==> src/rtl/lbps_pkg.sv <==
// lbps_pkg: shared types and constants of the led and buzzer pattern sequencer
// pattern codes, pattern periods and the sequencer state record
// no dependencies
`default_nettype none

package lbps_pkg;

    localparam int PatW   = 4;
    localparam int PhaseW = 12;
    localparam int LedW   = 3;

    localparam logic [PatW-1:0] PAT_OFF        = 4'd0;
    localparam logic [PatW-1:0] PAT_IDLE       = 4'd1;
    localparam logic [PatW-1:0] PAT_OFFLINE    = 4'd2;
    localparam logic [PatW-1:0] PAT_WAITING    = 4'd3;
    localparam logic [PatW-1:0] PAT_APPROACHED = 4'd4;
    localparam logic [PatW-1:0] PAT_DISPENSING = 4'd5;
    localparam logic [PatW-1:0] PAT_PICKUP     = 4'd6;
    localparam logic [PatW-1:0] PAT_MISSED     = 4'd7;
    localparam logic [PatW-1:0] PAT_ERROR      = 4'd8;
    localparam logic [PatW-1:0] PAT_CONFIG     = 4'd9;

    localparam logic OP_TICK   = 1'b0;
    localparam logic OP_SELECT = 1'b1;

    localparam logic [PhaseW-1:0] PICKUP_END = 12'd1200;

    typedef struct packed {
        logic [PatW-1:0]   pattern;
        logic [PhaseW-1:0] phase;
        logic [LedW-1:0]   led;
        logic              buzzer_n;
    } t_state;

    function automatic logic [PhaseW-1:0] period_of(input logic [PatW-1:0] p);
        logic [PhaseW-1:0] per;
        case (p)
            PAT_IDLE:       per = 12'd3000;
            PAT_OFFLINE:    per = 12'd1500;
            PAT_WAITING:    per = 12'd1000;
            PAT_APPROACHED: per = 12'd400;
            PAT_MISSED:     per = 12'd2000;
            PAT_ERROR:      per = 12'd900;
            PAT_CONFIG:     per = 12'd1200;
            default:        per = '0;
        endcase
        return per;
    endfunction

endpackage

`default_nettype wire

==> src/rtl/lbps_step.sv <==
// lbps_step: next state of the sequencer for one item
// pure combinational; uses lbps_pkg
`default_nettype none

module lbps_step (
    input  wire logic                            i_op,
    input  wire logic [lbps_pkg::PatW-1:0]       i_pattern,
    input  wire lbps_pkg::t_state                i_cur,
    output lbps_pkg::t_state                     o_next
);

    localparam int G = 0;
    localparam int R = 1;
    localparam int B = 2;

    logic [lbps_pkg::PhaseW-1:0] per;
    logic [lbps_pkg::PhaseW-1:0] ph;
    logic [lbps_pkg::PhaseW-1:0] ph_inc;
    lbps_pkg::t_state            t;

    function automatic logic win(input logic [lbps_pkg::PhaseW-1:0] v,
                                 input logic [lbps_pkg::PhaseW-1:0] a,
                                 input logic [lbps_pkg::PhaseW-1:0] b);
        return (v >= a) && (v < b);
    endfunction

    assign per    = lbps_pkg::period_of(i_cur.pattern);
    assign ph     = i_cur.phase;
    assign ph_inc = ph + 12'd1;

    always_comb begin
        t = i_cur;
        if (i_op == lbps_pkg::OP_SELECT) begin
            if (i_pattern <= lbps_pkg::PAT_CONFIG && i_pattern != i_cur.pattern) begin
                t.pattern  = i_pattern;
                t.phase    = '0;
                t.led      = '0;
                t.buzzer_n = 1'b1;
            end
        end else begin
            case (i_cur.pattern)
                lbps_pkg::PAT_IDLE: begin
                    t.led[G]   = ph < 12'd120;
                    t.led[R]   = 1'b0;
                    t.led[B]   = 1'b0;
                    t.buzzer_n = 1'b1;
                end
                lbps_pkg::PAT_OFFLINE: begin
                    t.led[R]   = ph < 12'd750;
                    t.led[G]   = 1'b0;
                    t.led[B]   = 1'b0;
                    t.buzzer_n = 1'b1;
                end
                lbps_pkg::PAT_WAITING: begin
                    t.led[B]   = ph < 12'd500;
                    t.buzzer_n = !(ph < 12'd180);
                end
                lbps_pkg::PAT_APPROACHED: begin
                    t.led[G]   = ph < 12'd200;
                    t.buzzer_n = !(ph < 12'd100);
                end
                lbps_pkg::PAT_DISPENSING: begin
                    t.led[B]   = 1'b1;
                    t.buzzer_n = 1'b1;
                end
                lbps_pkg::PAT_PICKUP: begin
                    t.buzzer_n = 1'b1;
                    t.led[G]   = (ph < 12'd120) || win(ph, 12'd220, 12'd340);
                end
                lbps_pkg::PAT_MISSED: begin
                    t.led[R]   = ph < 12'd1000;
                    t.buzzer_n = !((ph < 12'd150) || win(ph, 12'd250, 12'd400)
                                   || win(ph, 12'd500, 12'd650));
                end
                lbps_pkg::PAT_ERROR: begin
                    t.led[R]   = ph < 12'd450;
                    t.buzzer_n = !((ph < 12'd100) || win(ph, 12'd150, 12'd250)
                                   || win(ph, 12'd300, 12'd400));
                end
                lbps_pkg::PAT_CONFIG: begin
                    t.led[B]   = ph < 12'd600;
                    t.led[G]   = win(ph, 12'd600, 12'd1200);
                    t.buzzer_n = 1'b0;
                end
                default: begin
                    t.buzzer_n = 1'b1;
                end
            endcase

            if (i_cur.pattern == lbps_pkg::PAT_PICKUP) begin
                if (ph >= lbps_pkg::PICKUP_END) begin
                    t.pattern  = lbps_pkg::PAT_IDLE;
                    t.phase    = '0;
                    t.led      = '0;
                    t.buzzer_n = 1'b1;
                end else begin
                    t.phase = ph_inc;
                end
            end else if (per != '0) begin
                t.phase = (ph_inc >= per) ? '0 : ph_inc;
            end else begin
                t.phase = '0;
            end
        end
    end

    assign o_next = t;

endmodule

`default_nettype wire

==> src/rtl/led_buzzer_pattern_sequencer_top.sv <==
// led_buzzer_pattern_sequencer_top: top level of the led and buzzer sequencer
// input register, state and result register; uses lbps_pkg and lbps_step
//
// usage:
//   input channel: i_valid / o_stall with i_op and i_pattern. i_op low is a
//   one millisecond tick, i_op high selects i_pattern (codes above 9 ignored).
//   output channel: o_valid / i_stall with the three led drives, the active
//   low buzzer drive and the pattern in force after the item.
//   every item gives exactly one result, in order.
//   result: the item waits in the input register; its result is valid once
//   the item moves on from the input register into the result register.
//   throughput: one item per cycle while the output is not stalled; the
//   phase update is a single compare and increment between the input
//   register and the state register.
//   stall: while the result register is full and stalled, the input register
//   still takes one item; only with both full is o_stall raised.
//   reset: synchronous active low on i_rst_n; pattern off, phase zero, leds
//   off, buzzer silent, both registers empty.
`default_nettype none

module led_buzzer_pattern_sequencer_top (
    input  wire logic                       i_clk,
    input  wire logic                       i_rst_n,
    input  wire logic                       i_valid,
    output logic                            o_stall,
    input  wire logic                       i_op,
    input  wire logic [lbps_pkg::PatW-1:0]  i_pattern,
    output logic                            o_valid,
    input  wire logic                       i_stall,
    output logic                            o_led_green,
    output logic                            o_led_red,
    output logic                            o_led_blue,
    output logic                            o_buzzer_n,
    output logic [lbps_pkg::PatW-1:0]       o_active_pattern
);

    logic                        r_in_valid;
    logic                        r_in_op;
    logic [lbps_pkg::PatW-1:0]   r_in_pattern;
    lbps_pkg::t_state            r_state;
    lbps_pkg::t_state            n_state;
    lbps_pkg::t_state            r_out;
    logic                        r_out_valid;
    logic                        advance;
    logic                        in_accept;

    assign advance   = r_in_valid && (!r_out_valid || !i_stall);
    assign o_stall   = r_in_valid && !advance;
    assign in_accept = i_valid && !o_stall;

    lbps_step u_step (
        .i_op      (r_in_op),
        .i_pattern (r_in_pattern),
        .i_cur     (r_state),
        .o_next    (n_state)
    );

    always_ff @(posedge i_clk) begin
        if (!i_rst_n) begin
            r_in_valid       <= 1'b0;
            r_out_valid      <= 1'b0;
            r_state.pattern  <= lbps_pkg::PAT_OFF;
            r_state.phase    <= '0;
            r_state.led      <= '0;
            r_state.buzzer_n <= 1'b1;
        end else begin
            if (in_accept) begin
                r_in_valid <= 1'b1;
            end else if (advance) begin
                r_in_valid <= 1'b0;
            end
            if (advance) begin
                r_out_valid <= 1'b1;
                r_state     <= n_state;
            end else if (!i_stall) begin
                r_out_valid <= 1'b0;
            end
        end
    end

    always_ff @(posedge i_clk) begin
        if (in_accept) begin
            r_in_op      <= i_op;
            r_in_pattern <= i_pattern;
        end
        if (advance) begin
            r_out <= n_state;
        end
    end

    assign o_valid          = r_out_valid;
    assign o_led_green      = r_out.led[0];
    assign o_led_red        = r_out.led[1];
    assign o_led_blue       = r_out.led[2];
    assign o_buzzer_n       = r_out.buzzer_n;
    assign o_active_pattern = r_out.pattern;

`ifndef NO_ASSERTIONS
    a_phase_range: assert property (@(posedge i_clk) disable iff (!i_rst_n)
        (r_state.pattern == lbps_pkg::PAT_PICKUP) ?
            (r_state.phase <= lbps_pkg::PICKUP_END) :
            (r_state.phase == '0 ||
             r_state.phase < lbps_pkg::period_of(r_state.pattern)))
        else $error("phase beyond pattern period");

    a_pattern_range: assert property (@(posedge i_clk) disable iff (!i_rst_n)
        r_state.pattern <= lbps_pkg::PAT_CONFIG)
        else $error("unknown pattern in force");

    a_static_phase: assert property (@(posedge i_clk) disable iff (!i_rst_n)
        (r_state.pattern == lbps_pkg::PAT_OFF ||
         r_state.pattern == lbps_pkg::PAT_DISPENSING) |-> r_state.phase == '0)
        else $error("phase moving in a pattern without a cycle");

    a_out_matches_state: assert property (@(posedge i_clk) disable iff (!i_rst_n)
        o_valid |-> o_active_pattern == r_state.pattern)
        else $error("result out of step with state");

    a_stall_only_full: assert property (@(posedge i_clk) disable iff (!i_rst_n)
        o_stall |-> (r_in_valid && r_out_valid && i_stall))
        else $error("input stalled while a register is free");
`endif

endmodule

`default_nettype wire
==> config.mk <==
export PLATFORM = sky130hd
export DESIGN_NAME = led_buzzer_pattern_sequencer_top
export DESIGN_NICKNAME = d
export VERILOG_FILES = /design/src/rtl/lbps_pkg.sv /design/src/rtl/lbps_step.sv /design/src/rtl/led_buzzer_pattern_sequencer_top.sv
export SDC_FILE = /design/constraint.sdc
export NUM_CORES = 1
export LEC_CHECK = 0
export ABC_AREA = 1
export ABC_CLOCK_PERIOD_IN_PS = 3300
export BUFFER_PORTS_ARGS = -buffer_cell sky130_fd_sc_hd__buf_2
export CAP_MARGIN = 10
export CORE_MARGIN = 2
export CORE_UTILIZATION = 50
export DETAILED_ROUTE_END_ITERATION = 8
export PLACE_DENSITY = 0.77
export SETUP_SLACK_MARGIN = 0.3
export SYNTH_ARGS = -nofsm -noshare
export SYNTH_HDL_FRONTEND = slang
export SYNTH_SLANG_ARGS = --single-unit
==> constraint.sdc <==
create_clock -name i_clk -period 3.3 [get_ports i_clk]
set_clock_uncertainty 0.2 [all_clocks]
set_input_delay 0 -clock i_clk [delete_from_list [all_inputs] [get_ports i_clk]]
set_output_delay 0 -clock i_clk [all_outputs]
set_load 0.1 [all_outputs]
[After elaboration in Yosys (flattened, before gate mapping)]
Cells that the tools add are included.
Word-level totals
  bits in registers: 35
  latch bits: 0
  bits in writable memories: 0
  bits in read-only memories: 0
  input bits: 9
  output and inout port bits: 10
  logic and storage cells: 95
  memories: 0
Cells by class
  add/subtract/negate cells: 1
  $mul: 0
  div/mod/pow operators: 0
  $lt $le $gt $ge: 24
  eq/ne operators: 12
  shifts and indexed selects: 0
  muxes and demuxes: 19
  bitwise gates (word level): 0
  reductions and logical operators: 28
Operators by type and width (number)
  case mux 12 bit (7 select lines): 1
  less-than comparator 12 x 10 -> 1 bit, second input constant: 4
  less-than comparator 12 x 8 -> 1 bit, second input constant: 4
  less-than comparator 12 x 9 -> 1 bit, second input constant: 4
  two-way mux 12 bit: 4
  two-way mux 20 bit: 2
  >= comparator 12 x 8 -> 1 bit, second input constant: 3
  >= comparator 12 x 9 -> 1 bit, second input constant: 2
  less-than comparator 12 x 7 -> 1 bit, second input constant: 2
  equality test 4 x 3 -> 1 bit, second input constant: 4
  two-way mux 4 bit: 4
  adder 12 x 1 -> 12 bit, second input constant: 1
  >= comparator 12 x 10 -> 1 bit, second input constant: 1
  >= comparator 12 x 11 -> 1 bit, second input constant: 1
  >= comparator 12 bit: 1
  less-than comparator 12 x 11 -> 1 bit, second input constant: 1
  nonzero test 12 bit: 1
  logical AND 1 bit: 10
  case mux 1 bit (5 select lines): 2
  equality test 4 x 2 -> 1 bit, second input constant: 2
  equality test 4 bit, second input constant: 2
  logical NOT 1 bit: 8
  case mux 1 bit (4 select lines): 2
  logical OR 1 bit: 6
  8 further kinds: 12

[Longest topological paths before layout]
Gate-level depths: netlist of the first run.
  depth in word-level cells: 9
  mapped depth: 20
  mapped depth without buffers: 19

[Modules after synthesis]
From an unflattened synthesis of the first run, not the netlist that was laid out.
Unflattened totals
  cell total of the unflattened synthesis: 487
  area total of the unflattened synthesis: 3034.2 um2
By module, submodules not included
  lbps_step: times used 1, cells each 332, area each 1625.3 um2, seq. area each 0.0 um2
  led_buzzer_pattern_sequencer_top: times used 1, cells each 155, area each 1408.9 um2, seq. area each 830.8 um2

[Worst setup path before layout of the first run]
Ideal clock, no wire load.
  path kind: register -> register
  from: register r_out_valid (netlist: o_valid)
  to: register r_in_op, enable pin
  setup time: 0.258 ns
  arrival: 2.823 ns
  path slack: 0.019 ns
  stages on the path, launching flop included: 6
  buffers on the path: 0
  period minus slack after synthesis: 3.281 ns
  cell sequence: dfxtp_1 -> nand2_1 -> nor2_1 -> inv_1 -> nand2_1 -> inv_1
Between the ends
  longest elaborated chain between the ends: 7
Ends and longest elaborated chain
  start: declaration: line led_buzzer_pattern_sequencer_top.sv:43  | logic r_out_valid;
  start signal: assignment: line led_buzzer_pattern_sequencer_top.sv:61  | r_out_valid <= 1'b0;
  start signal: assignment: line led_buzzer_pattern_sequencer_top.sv:73  | r_out_valid <= 1'b1;
  start signal: assignment: line led_buzzer_pattern_sequencer_top.sv:76  | r_out_valid <= 1'b0;
  logical NOT 1 bit: line led_buzzer_pattern_sequencer_top.sv:47  | assign advance = r_in_valid && (!r_out_valid || !i_stall);
  logical OR 1 bit: line led_buzzer_pattern_sequencer_top.sv:47
  logical AND 1 bit: line led_buzzer_pattern_sequencer_top.sv:47
  logical NOT 1 bit: line led_buzzer_pattern_sequencer_top.sv:48  | assign o_stall = r_in_valid && !advance;
  logical AND 1 bit: line led_buzzer_pattern_sequencer_top.sv:48
  via o_stall: line led_buzzer_pattern_sequencer_top.sv:25  | output logic o_stall,
  logical NOT 1 bit: line led_buzzer_pattern_sequencer_top.sv:49  | assign in_accept = i_valid && !o_stall;
  logical AND 1 bit: line led_buzzer_pattern_sequencer_top.sv:49
  via in_accept: line led_buzzer_pattern_sequencer_top.sv:45  | logic in_accept;
  end signal: assignment: line led_buzzer_pattern_sequencer_top.sv:83  | r_in_op <= i_op;
  end: declaration: line led_buzzer_pattern_sequencer_top.sv:38  | logic r_in_op;
The timed path passes the listed nets, and every way through them passes these cells.
A chain may end at the register's enable or synchronous reset.

[Worst setup path after layout of the first run]
  from: register r_state[5] in the netlist's numbering
  to: register r_state[10] in the netlist's numbering
Between the ends
  longest elaborated chain between the ends: 6
  elaborated cells between the ends (all ways): 8
  those cells by class: add/sub: 1; order compare: 2; mux: 5
Ends and longest elaborated chain
  start: declaration: line led_buzzer_pattern_sequencer_top.sv:40  | lbps_pkg::t_state r_state;
  start signal: assignment: line led_buzzer_pattern_sequencer_top.sv:74  | r_state <= n_state;
  adder 12 x 1 -> 12 bit: line lbps_step.sv:29  | assign ph_inc = ph + 12'd1;
  >= comparator 12 bit: line lbps_step.sv:100  | t.phase = (ph_inc >= per) ? '0 : ph_inc;
  two-way mux 12 bit: line lbps_step.sv:100
  two-way mux 12 bit: line lbps_step.sv:99  | end else if (per != '0) begin
  two-way mux 12 bit (*): line lbps_step.sv:90  | if (i_cur.pattern == lbps_pkg::PAT_PICKUP) begin
  two-way mux 20 bit (*): line lbps_step.sv:33  | if (i_op == lbps_pkg::OP_SELECT) begin
Every way passes the cells marked *; elsewhere a longest branch is shown, timed or not.

==> results.py, run 1 <==
metrics = {
    "worst_setup_path": {
        "required_ps": 3320,
        "start_kind": "flop",
        "crit_fanout": 6,
        "path_class": "reg2reg",
        "endpoint_kind": "flop",
        "arrival_ps": 2930,
    },
    "pwr": {
        "p_per_area_nw_per_um2": 347,
        "p_sw_mw": 0.404,
        "power_mw": 1.19,
        "clkPwrFrac": 0.344,
        "peakVddDrop_mv": 0.282,
        "combPwrFrac": 0.252,
        "leakagePower_nw": 1.58,
        "swShare": 0.340,
        "power.share.sequential": 0.405,
        "p_int_mw": 0.786,
    },
    "clock_tree": {
        "cts.path.max_buffers": 2,
        "clock_latency_ps": 300,
        "htreeDepth": 2,
        "cts_root_buffer": "clkbuf_8",
        "numCtsBuffers": 5,
        "tritoncts": "done",
        "clkTransAtPathRegs_ps": 90,
        "clock-sinks": 35,
    },
    "place": {
        "hpwl_um": 6040,
        "dpl_cell_area_um2": 3070,
        "place.gp.congestion": 0.998,
        "portBuffers": 18,
    },
    "logic_synthesis": {
        "syn_inst": 446,
        "yosysWarningCount": 0,
        "yosys.area.top_type": "nand2_1",
        "synth_seq_cells": 35,
        "synth_area_leaders": "nand2_1 16%, dfxtp_1 15%, edfxtp_1 13%",
        "yosysSeqAreaShare": 0.283,
        "synth.distinct_cells": 43,
        "yosysTopAreaCellShare": 0.156,
        "synth-edff-count": 13,
        "syn-num-nets": 467,
        "synth_ff_type": "dfxtp_1",
        "avgSynthCellArea_um2": 6.59,
        "synth_area_um2": 2940,
        "synthArstFlopShare": 0,
    },
    "detailed_routing": {
        "dr.pass1.iters": 8,
        "viasPerCell": 5.83,
        "wl_per_cell_um": 15.8,
        "ant_nets": 0,
        "vias": 3198,
        "wl_um": 8670,
        "drcViolationCount": 0,
        "drt_iter0_drc": 309,
    },
    "timing": {
        "relSlewSlack": 0.430,
        "worst_slew_pin_slew_ps": 855,
        "hold_violations": 0,
        "fin_crit_ps": 2910,
        "layout_worst_path_cycle_share": 0.883,
        "setup_viol": 0,
        "rsz0062_at_grt": "false",
        "setup_tns_ps": 0,
        "drv_slew": 0,
        "fmax_mhz": 343,
    },
    "floorplan": {
        "dieArea_um2": 6510,
        "die_x_um": 80.7,
        "fp.coreArea_um2": 5610,
        "start_util": 0.524,
        "pin_count": 19,
        "num_rows": 27,
        "die_y_um": 80.7,
    },
    "min_path": {
        "hold_class": "in2reg",
    },
    "final_layout": {
        "multi_input_area_um2": 1840,
        "fillers": 513,
        "seqCellArea_um2": 852,
        "n_antenna_cell": 0,
        "final_cell_area_um2": 3420,
        "fin_nets": 497,
        "area_growth_pct": 16.5,
        "layout-drive-gt1-share": 0.216,
    },
    "grt": {
        "grt_max_degree": 23,
        "grt_antenna_before_repair": 0,
        "grt_pass1_vias": 2815,
        "grt-ovfl-total": 0,
        "grt.total_usage": 0.265,
        "grt_pass1_wl_um": 13300,
    },
    "run_status": {
        "status": "finished, final reports clean",
    },
    "job": {
        "timing.max_cap.violations": 0,
    },
}
cell usage after synthesis, types with 6 or more instances:
master and n:
nand4_1 15, nand3_1 42, inv_2 9, dfxtp_1 22
inv_1 54, nor3_1 6, xor2_1 7, edfxtp_1 13
nor2_1 35, nand2_1 122, o21ai_1 6, o21ai_0 15
ha_1 12, a21oi_1 29
area by class of cell:
| class | count | share of cell area |
|---|---|---|
| clock buffers | 5 | 0.0201 |
| clock inverters | 3 | 0.0128 |
| inverters | 66 | 0.0731 |
| multi-input cells | 329 | 0.538 |
| flip-flops and latches | 35 | 0.249 |
| well taps | 72 | 0.0263 |
| repair buffers | 39 | 0.0807 |
critical path, cell delays in order (launching register included):
cell and delay, ps:
dfxtp_2 340, buf_6 130, nand3_4 90, nor3_4 270
nand2_1 90, nand2_1 80, nand2_1 150, ha_1 360
nand2_1 70, nand2_1 50, a21oi_1 140, nand3_1 110
nor2_2 160, buf_6 140, nand3_1 60, nand2_1 70
nand4_1 110, a21oi_2 180
worst paths after layout:
kind	from	to	slack, ps	cells past startpoint
max	r_state[5]	r_state[10]	390	17
min	i_rst_n	r_state[7]	190	3
max reg2reg	r_state[5]	r_state[10]	390	17
min reg2reg	r_state[0]	r_state[0]	280	2
flip-flops by register name, summed over array words and instances (netlist names):
register / flops
o_led_blue: 1
r_in_pattern: 4
r_in_valid: 1
o_led_red: 1
o_led_green: 1
r_in_op: 1
o_active_pattern: 4
r_state: 20
o_buzzer_n: 1
o_valid: 1
placed cells by master, fill, tap and decap left out, drive strengths merged:
cell type | synthesis | final
dfxtp | 22 | 22
nand3b | 2 | 2
xnor2 | 4 | 4
inv | 64 | 64
or2 | 1 | 1
edfxtp | 13 | 13
clkinv | 2 | 4
a21oi | 30 | 30
clkbuf | 5 | 5
a21boi | 1 | 1
nand3 | 45 | 45
o2111ai | 1 | 1
nand4 | 15 | 15
buf | 11 | 32
a211oi | 2 | 2
a22oi | 1 | 1
xor2 | 8 | 8
nor2 | 43 | 43
nor4 | 1 | 1
nor3 | 9 | 9
a31oi | 1 | 1
ha | 12 | 12
nand2 | 128 | 128
bufinv | 0 | 1
a22o | 1 | 1
o21ai | 24 | 24
dlygate4sd3 | 0 | 7
repair_timing:
action	CTS	global route
setup buffers	0	5
hold buffers	7	0
pin swaps	0	4
cloned	0	1
resized for setup	1	37
endpoints found under the setup margin	2	12
endpoints found under the hold margin	12	0
power groups by stage:
stage	sequential [mW]	combinational [mW]	clock, mW
finish	0.481	0.300	0.409
global route	0.484	0.324	0.422
CTS	0.481	0.263	0.411
detailed placement	0.490	0.257	0
global placement	0.490	0.254	0
floorplan	0.532	0.167	0
kinds of logic (layout without fill, tap and decap cells):
logic type | Yosys count | in the layout | share of synthesized area
compound gates | 61 | 61 | 0.120
xor+xnor | 12 | 12 | 0.0383
fa+ha+maj | 12 | 12 | 0.0511
buf+inv | 82 | 113 | 0.123
flops | 35 | 35 | 0.283
simple gates | 244 | 244 | 0.384
metal layers:
metal,track usage,part of all wire,vias to the layer above
li1,-,-,1506
met1,0.363,0.43,1465
met2,0.409,0.46,193
met3,0.0506,0.085,34
met4,0.108,0.029,0
met5,0,0,-
stage by stage:
stage | hold WS [ps] | cells | util | setup WS (ps)
4_1_cts | 158 | 543 | 0.580 | 302
2_1_floorplan | -101 | 446 | - | 509
3_5_place_dp | -21.7 | 528 | 0.548 | 301
6_report | 185 | 549 | 0.611 | 385
3_3_place_gp | -23.0 | 528 | 0.548 | 355
5_1_grt | 217 | 549 | 0.611 | 227
Power figures use the tool's default switching activity.
==> inputs of run 2 (changes only) <==
CORE_UTILIZATION = 35   (was 50)
PLACE_DENSITY = 0.6   (was 0.77)
==> run 2 against run 1 <==
Count of clock-buffer cells in the layout unchanged. Combinational power down 5%. Non-clock buffer count down 5. Total power shrank 1.7%. Final cell count rose by 5.1%. Register-to-register slack gained 50 ps. Sequential power barely moved. Critical endpoint is now r_state[5].
==> results.py, run 2 (synthesis gave the netlist of run 1 again) <==
metrics = {
    "run_status": {
        "status": "finished, final reports clean",
    },
    "worst_setup_path": {
        "r2r-end": "r_state[5]",
        "cp_cell_sequence": "ha_1, inv_1, nor2_2, nand3b_1, xor2_2, ha_1, nand2_1, inv_1, a21oi_1, nand3_1, nor2_1, buf_6, nand3_1, nand2_1, nand4_1, a21oi_1",
        "ff2ff_path_depth": 16,
        "r2r_start": "r_state[4]",
        "critPathSlowestCell": "dfxtp_2",
        "start_kind": "flop",
        "crit_family": "simple AND/OR/NAND/NOR gates",
        "critPathBufInv": 3,
        "path_class": "reg2reg",
        "reg2reg_setup_slack_ps": 430,
        "arrival_ps": 2880,
        "required_ps": 3320,
        "slowest_delay_ps": 390,
        "crit_fanout": 12,
        "endpoint_kind": "flop",
    },
    "detailed_routing": {
        "wl_met1_um": 3570,
        "vias": 2970,
        "dr.pass1.iters": 5,
        "ant_nets": 0,
        "wl_per_cell_um": 14.0,
        "wl_um": 8100,
        "dr_wl_met3_um": 515,
        "routed.top_layer": "met4",
        "route.met2.wl_um": 3880,
        "drcViolationCount": 0,
        "drt_iter0_drc": 261,
        "viasPerCell": 5.15,
    },
    "place": {
        "portBuffers": 18,
        "hpwl_um": 6090,
        "place.gp.congestion": 0.942,
    },
    "final_layout": {
        "fin_nets": 492,
        "n_antenna_cell": 0,
        "area_growth_pct": 15.2,
        "layout_common_cells": "120 x nand2_1, 54 x inv_1, 41 x nand3_1",
        "seqCellArea_um2": 853,
        "layout_commonest_cell": "nand2_1",
        "largest_reg_flops": 20,
        "fillers": 856,
        "largest_register": "r_state",
        "multi_input_area_um2": 1800,
        "layout-drive-gt1-share": 0.199,
    },
    "floorplan": {
        "dieArea_um2": 9150,
        "fp.coreArea_um2": 8180,
        "num_rows": 33,
        "die_x_um": 95.6,
        "start_util": 0.360,
        "die_y_um": 95.6,
        "pin_count": 19,
    },
    "clock_tree": {
        "clock-sinks": 35,
        "clkTransAtPathRegs_ps": 80,
        "cts_root_buffer": "clkbuf_8",
        "htreeDepth": 2,
        "numCtsBuffers": 5,
        "clock_latency_ps": 300,
        "tritoncts": "done",
        "cts.path.max_buffers": 2,
    },
    "min_path": {
        "hp-start": "i_rst_n",
        "worst_hold_path.endpoint": "r_state[4]",
        "hold_class": "in2reg",
        "holdPathStages": 3,
    },
    "pwr": {
        "leakagePower_nw": 1.56,
        "peakVddDrop_mv": 0.203,
        "p_per_area_nw_per_um2": 346,
    },
    "grt": {
        "grt-ovfl-total": 0,
        "grt_pass1_vias": 2593,
        "grt_antenna_before_repair": 0,
        "grt_max_degree": 23,
        "grt_pass1_wl_um": 12800,
        "grt.total_usage": 0.183,
    },
    "timing": {
        "rsz0062_at_grt": "false",
        "layout_worst_path_cycle_share": 0.869,
        "worst_slew_pin_slew_ps": 812,
        "hold_violations": 0,
        "setup_viol": 0,
        "relSlewSlack": 0.458,
        "timing.hold.ws_ps": 156,
        "fin_crit_ps": 2870,
        "setup_tns_ps": 0,
        "fmax_mhz": 349,
        "drv_slew": 0,
    },
    "job": {
        "timing.max_cap.violations": 0,
    },
}
==> run 2: cell types whose count changed in the layout (fill, tap and decap cells not counted), sizes merged <==
cell,previous run,this run
dlygate4sd3,7,8
buf,32,26
==> run 2: worst register-to-register path, stage by stage, from the launching register on <==
cell and delay [ps]:
dfxtp_2 390, ha_1 200, inv_1 90, nor2_2 200, nand3b_1 160, xor2_2 200
ha_1 300, nand2_1 70, inv_1 40, a21oi_1 140, nand3_1 90, nor2_1 140
buf_6 170, nand3_1 80, nand2_1 60, nand4_1 100, a21oi_1 150
==> run 2: power by group <==
group          internal, mW  switching, mW  leakage (nW)
Combinational        0.0875          0.198          1.19
Sequential            0.466         0.0144         0.309
Clock                 0.225          0.180        0.0581
Total                 0.778          0.392          1.56
==> run 2: worst max-delay path by stage <==
stage	from	to	slack (ps)	cells after the start
2_1_floorplan	o_valid	r_in_op	510	5
3_3_place_gp	r_state[16]	r_state[5]	210	19
3_5_place_dp	r_state[16]	r_state[5]	260	19
4_1_cts	r_state[8]	r_state[5]	330	16
5_1_grt	r_state[4]	r_state[5]	230	18
6_report	r_state[4]	r_state[5]	430	16
==> run 2: what timing repair did <==
action	in CTS	in global routing
resized for setup	2	26
endpoints found under the setup margin	5	12
buffers inserted	0	3
endpoints found under the hold margin	12	0
pin swaps	0	2
hold buffers	8	0
==> run 2: layout make-up <==
| type | count | share of cell area |
|---|---|---|
| Clock buffer | 5 | 0.0203 |
| Clock inverter | 3 | 0.0129 |
| Inverter | 66 | 0.0739 |
| Multi-Input combinational cell | 329 | 0.533 |
| Sequential cell | 35 | 0.252 |
| Tap cell | 105 | 0.0388 |
| Timing Repair Buffer | 34 | 0.0691 |
==> run 2: layer usage <==
metal  up-vias  global-route usage
met5         -                   0
met4         0              0.0643
met3        14              0.0316
met2       103               0.291
met1      1353               0.249
li1       1500                   -
==> run 2: metrics by stage <==
step           instance area [um2]  utilization  std cells  total power [mW]  setup slack (ps)
4_1_cts                       3290        0.403        574              1.16               334
3_3_place_gp                  3090        0.378        558             0.748               214
5_1_grt                       3380        0.414        577              1.22               227
3_5_place_dp                  3090        0.378        558             0.749               264
2_1_floorplan                 2940            -        446             0.699               509
6_report                      3380        0.414        577              1.17               434
==> inputs of run 3 (changes only) <==
--- a/config.mk
+++ b/config.mk
@@ -14,4 +14,5 @@
 export DETAILED_ROUTE_END_ITERATION = 8
 export PLACE_DENSITY = 0.6
+export RECOVER_POWER = 50
 export SETUP_SLACK_MARGIN = 0.3
 export SYNTH_ARGS = -nofsm -noshare
==> constraint.sdc (replaced) <==
create_clock -name i_clk -period 3.3 [get_ports i_clk]
set_clock_uncertainty 0.2 [all_clocks]
set_input_delay 0.66 -clock i_clk [delete_from_list [all_inputs] [get_ports i_clk]]
set_output_delay 0.66 -clock i_clk [all_outputs]
set_load 0.1 [all_outputs]
==> run 3 against run 2 <==
Hold slack better by 120 ps. Wire length down 0.89%. Combinational power down 3%. Flip-flop and latch count unchanged. Utilization down 1.2 points. Die area unchanged. Worst setup slack better by 11 ps. Via count up 0.13%. Final cell count down 1.4%. Total power down 0.93%. Count of clock-buffer cells in the layout unchanged. Non-clock buffer count down 8.
==> results.py, run 3 (synthesis gave the netlist of run 1 again) <==
metrics = {
    "worst_setup_path": {
        "endpoint_kind": "flop",
        "crit_fanout": 12,
        "arrival_ps": 2870,
        "path_class": "reg2reg",
        "cp_cell_sequence": "ha_1, inv_1, nor2_2, nand3b_1, xor2_2, ha_1, nand2_1, inv_1, a21oi_1, nand3_1, nor2_1, buf_6, nand3_1, nand2_1, nand4_1, a21oi_1",
        "required_ps": 3320,
        "slowest_delay_ps": 390,
        "start_kind": "flop",
        "crit_path_start": "r_state[4]",
        "critPathSlowestCell": "dfxtp_2",
        "r2r_start": "r_state[4]",
    },
    "final_layout": {
        "seqCellArea_um2": 853,
        "fin_nets": 484,
        "multi_input_area_um2": 1790,
        "layout-drive-gt1-share": 0.181,
        "largest_reg_flops": 20,
        "n_antenna_cell": 0,
        "layout_common_cells": "120 x nand2_1, 54 x inv_1, 41 x nand3_1",
        "largest_register": "r_state",
        "fillers": 865,
        "layout_commonest_cell": "nand2_1",
        "area_growth_pct": 11.7,
    },
    "place": {
        "pre_cts_ws_ps": 264,
        "place.gp.congestion": 0.942,
        "portBuffers": 18,
        "hpwl_um": 6090,
    },
    "floorplan": {
        "die_y_um": 95.6,
        "fp.coreArea_um2": 8180,
        "die_x_um": 95.6,
        "num_rows": 33,
        "pin_count": 19,
        "dieArea_um2": 9150,
        "start_util": 0.360,
    },
    "job": {
        "timing.max_cap.violations": 0,
    },
    "timing": {
        "worst_slew_pin_slew_ps": 1170,
        "fmax_mhz": 350,
        "worst_slack_ps": 445,
        "relSlewSlack": 0.220,
        "rsz0062_at_grt": "false",
        "layout_worst_path_cycle_share": 0.865,
        "setup_tns_ps": 0,
        "fin_crit_ps": 2850,
        "hold_violations": 0,
        "setup_viol": 0,
        "drv_slew": 0,
    },
    "grt": {
        "grt_max_degree": 23,
        "grt.total_usage": 0.182,
        "grt_pass1_vias": 2572,
        "grt_antenna_before_repair": 0,
        "grt-ovfl-total": 0,
        "grt_pass1_wl_um": 12700,
    },
    "clock_tree": {
        "numCtsBuffers": 5,
        "cts_hold_buf": 0,
        "htreeDepth": 2,
        "cts.path.max_buffers": 2,
        "tritoncts": "done",
        "clock_latency_ps": 300,
        "clock-sinks": 35,
        "clkTransAtPathRegs_ps": 80,
        "cts_root_buffer": "clkbuf_8",
    },
    "detailed_routing": {
        "wl_per_cell_um": 14.1,
        "drcViolationCount": 0,
        "vias": 2974,
        "viasPerCell": 5.23,
        "dr.pass1.iters": 5,
        "wl_um": 8030,
        "ant_nets": 0,
        "drt_iter0_drc": 274,
    },
    "min_path": {
        "hold_class": "reg2reg",
        "hp-start": "r_state[0]",
    },
    "pwr": {
        "clkPwrFrac": 0.348,
        "peakVddDrop_mv": 0.147,
        "leakagePower_nw": 1.50,
        "power.share.sequential": 0.414,
        "swShare": 0.336,
        "combPwrFrac": 0.238,
        "p_int_mw": 0.770,
        "p_per_area_nw_per_um2": 353,
        "p_sw_mw": 0.389,
    },
    "run_status": {
        "status": "finished, final reports clean",
    },
}
==> run 3: power by group through the flow <==
stage	clock network, mW	logic [mW]	registers, mW
finish	0.403	0.276	0.480
floorplan	0	0.167	0.532
CTS	0.414	0.261	0.482
global route	0.428	0.303	0.483
detailed placement	0	0.258	0.491
global placement	0	0.257	0.491
==> run 3: final cells by class <==
cell class,count,area share
sequential,35,0.260
clock inverter,3,0.0133
inverter,66,0.0762
timing repair buffer,26,0.0438
multi-input combinational,329,0.546
tap,105,0.0400
clock buffer,5,0.0210
==> run 3: final timing paths <==
path | to | slack, ps | cells past startpoint
max | r_state[5] | 450 | 16
min | r_state[0] | 270 | 2
max reg2reg | r_state[5] | 450 | 16
min reg2reg | r_state[0] | 270 | 2
==> run 3: metrics by stage <==
stage	hold WS (ps)	utilization	area, um2	instances	power [mW]
global placement	246	0.378	3090	558	0.748
global route	282	0.402	3280	569	1.21
floorplan	233	-	2940	446	0.699
CTS	273	0.393	3210	566	1.16
finish	271	0.402	3280	569	1.16
detailed placement	255	0.378	3090	558	0.749
==> run 3: worst max-delay path, delay by kind of cell, from the launching register on <==
| kind | cells | cell delay (ps) |
|---|---|---|
| AO/OA/AOI/OAI | 2 | 290 |
| XOR/XNOR | 1 | 200 |
| adder cells (fa/ha/maj) | 2 | 490 |
| buffers and inverters | 3 | 310 |
| flip-flops | 1 | 390 |
| AND/OR/NAND/NOR | 8 | 890 |
==> run 3: what timing repair did <==
| item | in CTS | in global routing |
|---|---|---|
| buffers inserted | 0 | 3 |
| cloned | 0 | 0 |
| endpoints found under the setup margin | 5 | 12 |
| resized for setup | 2 | 26 |
| pin swaps | 0 | 2 |
| endpoints found under the hold margin | 0 | 0 |
==> run 3: routing by layer <==
| metal | vias to the layer above | global-route usage | share of wire |
|---|---|---|---|
| met4 | 0 | 0.0643 | 0.019 |
| li1 | 1483 | - | - |
| met1 | 1370 | 0.248 | 0.45 |
| met5 | - | 0 | 0 |
| met2 | 106 | 0.287 | 0.48 |
| met3 | 15 | 0.0316 | 0.059 |
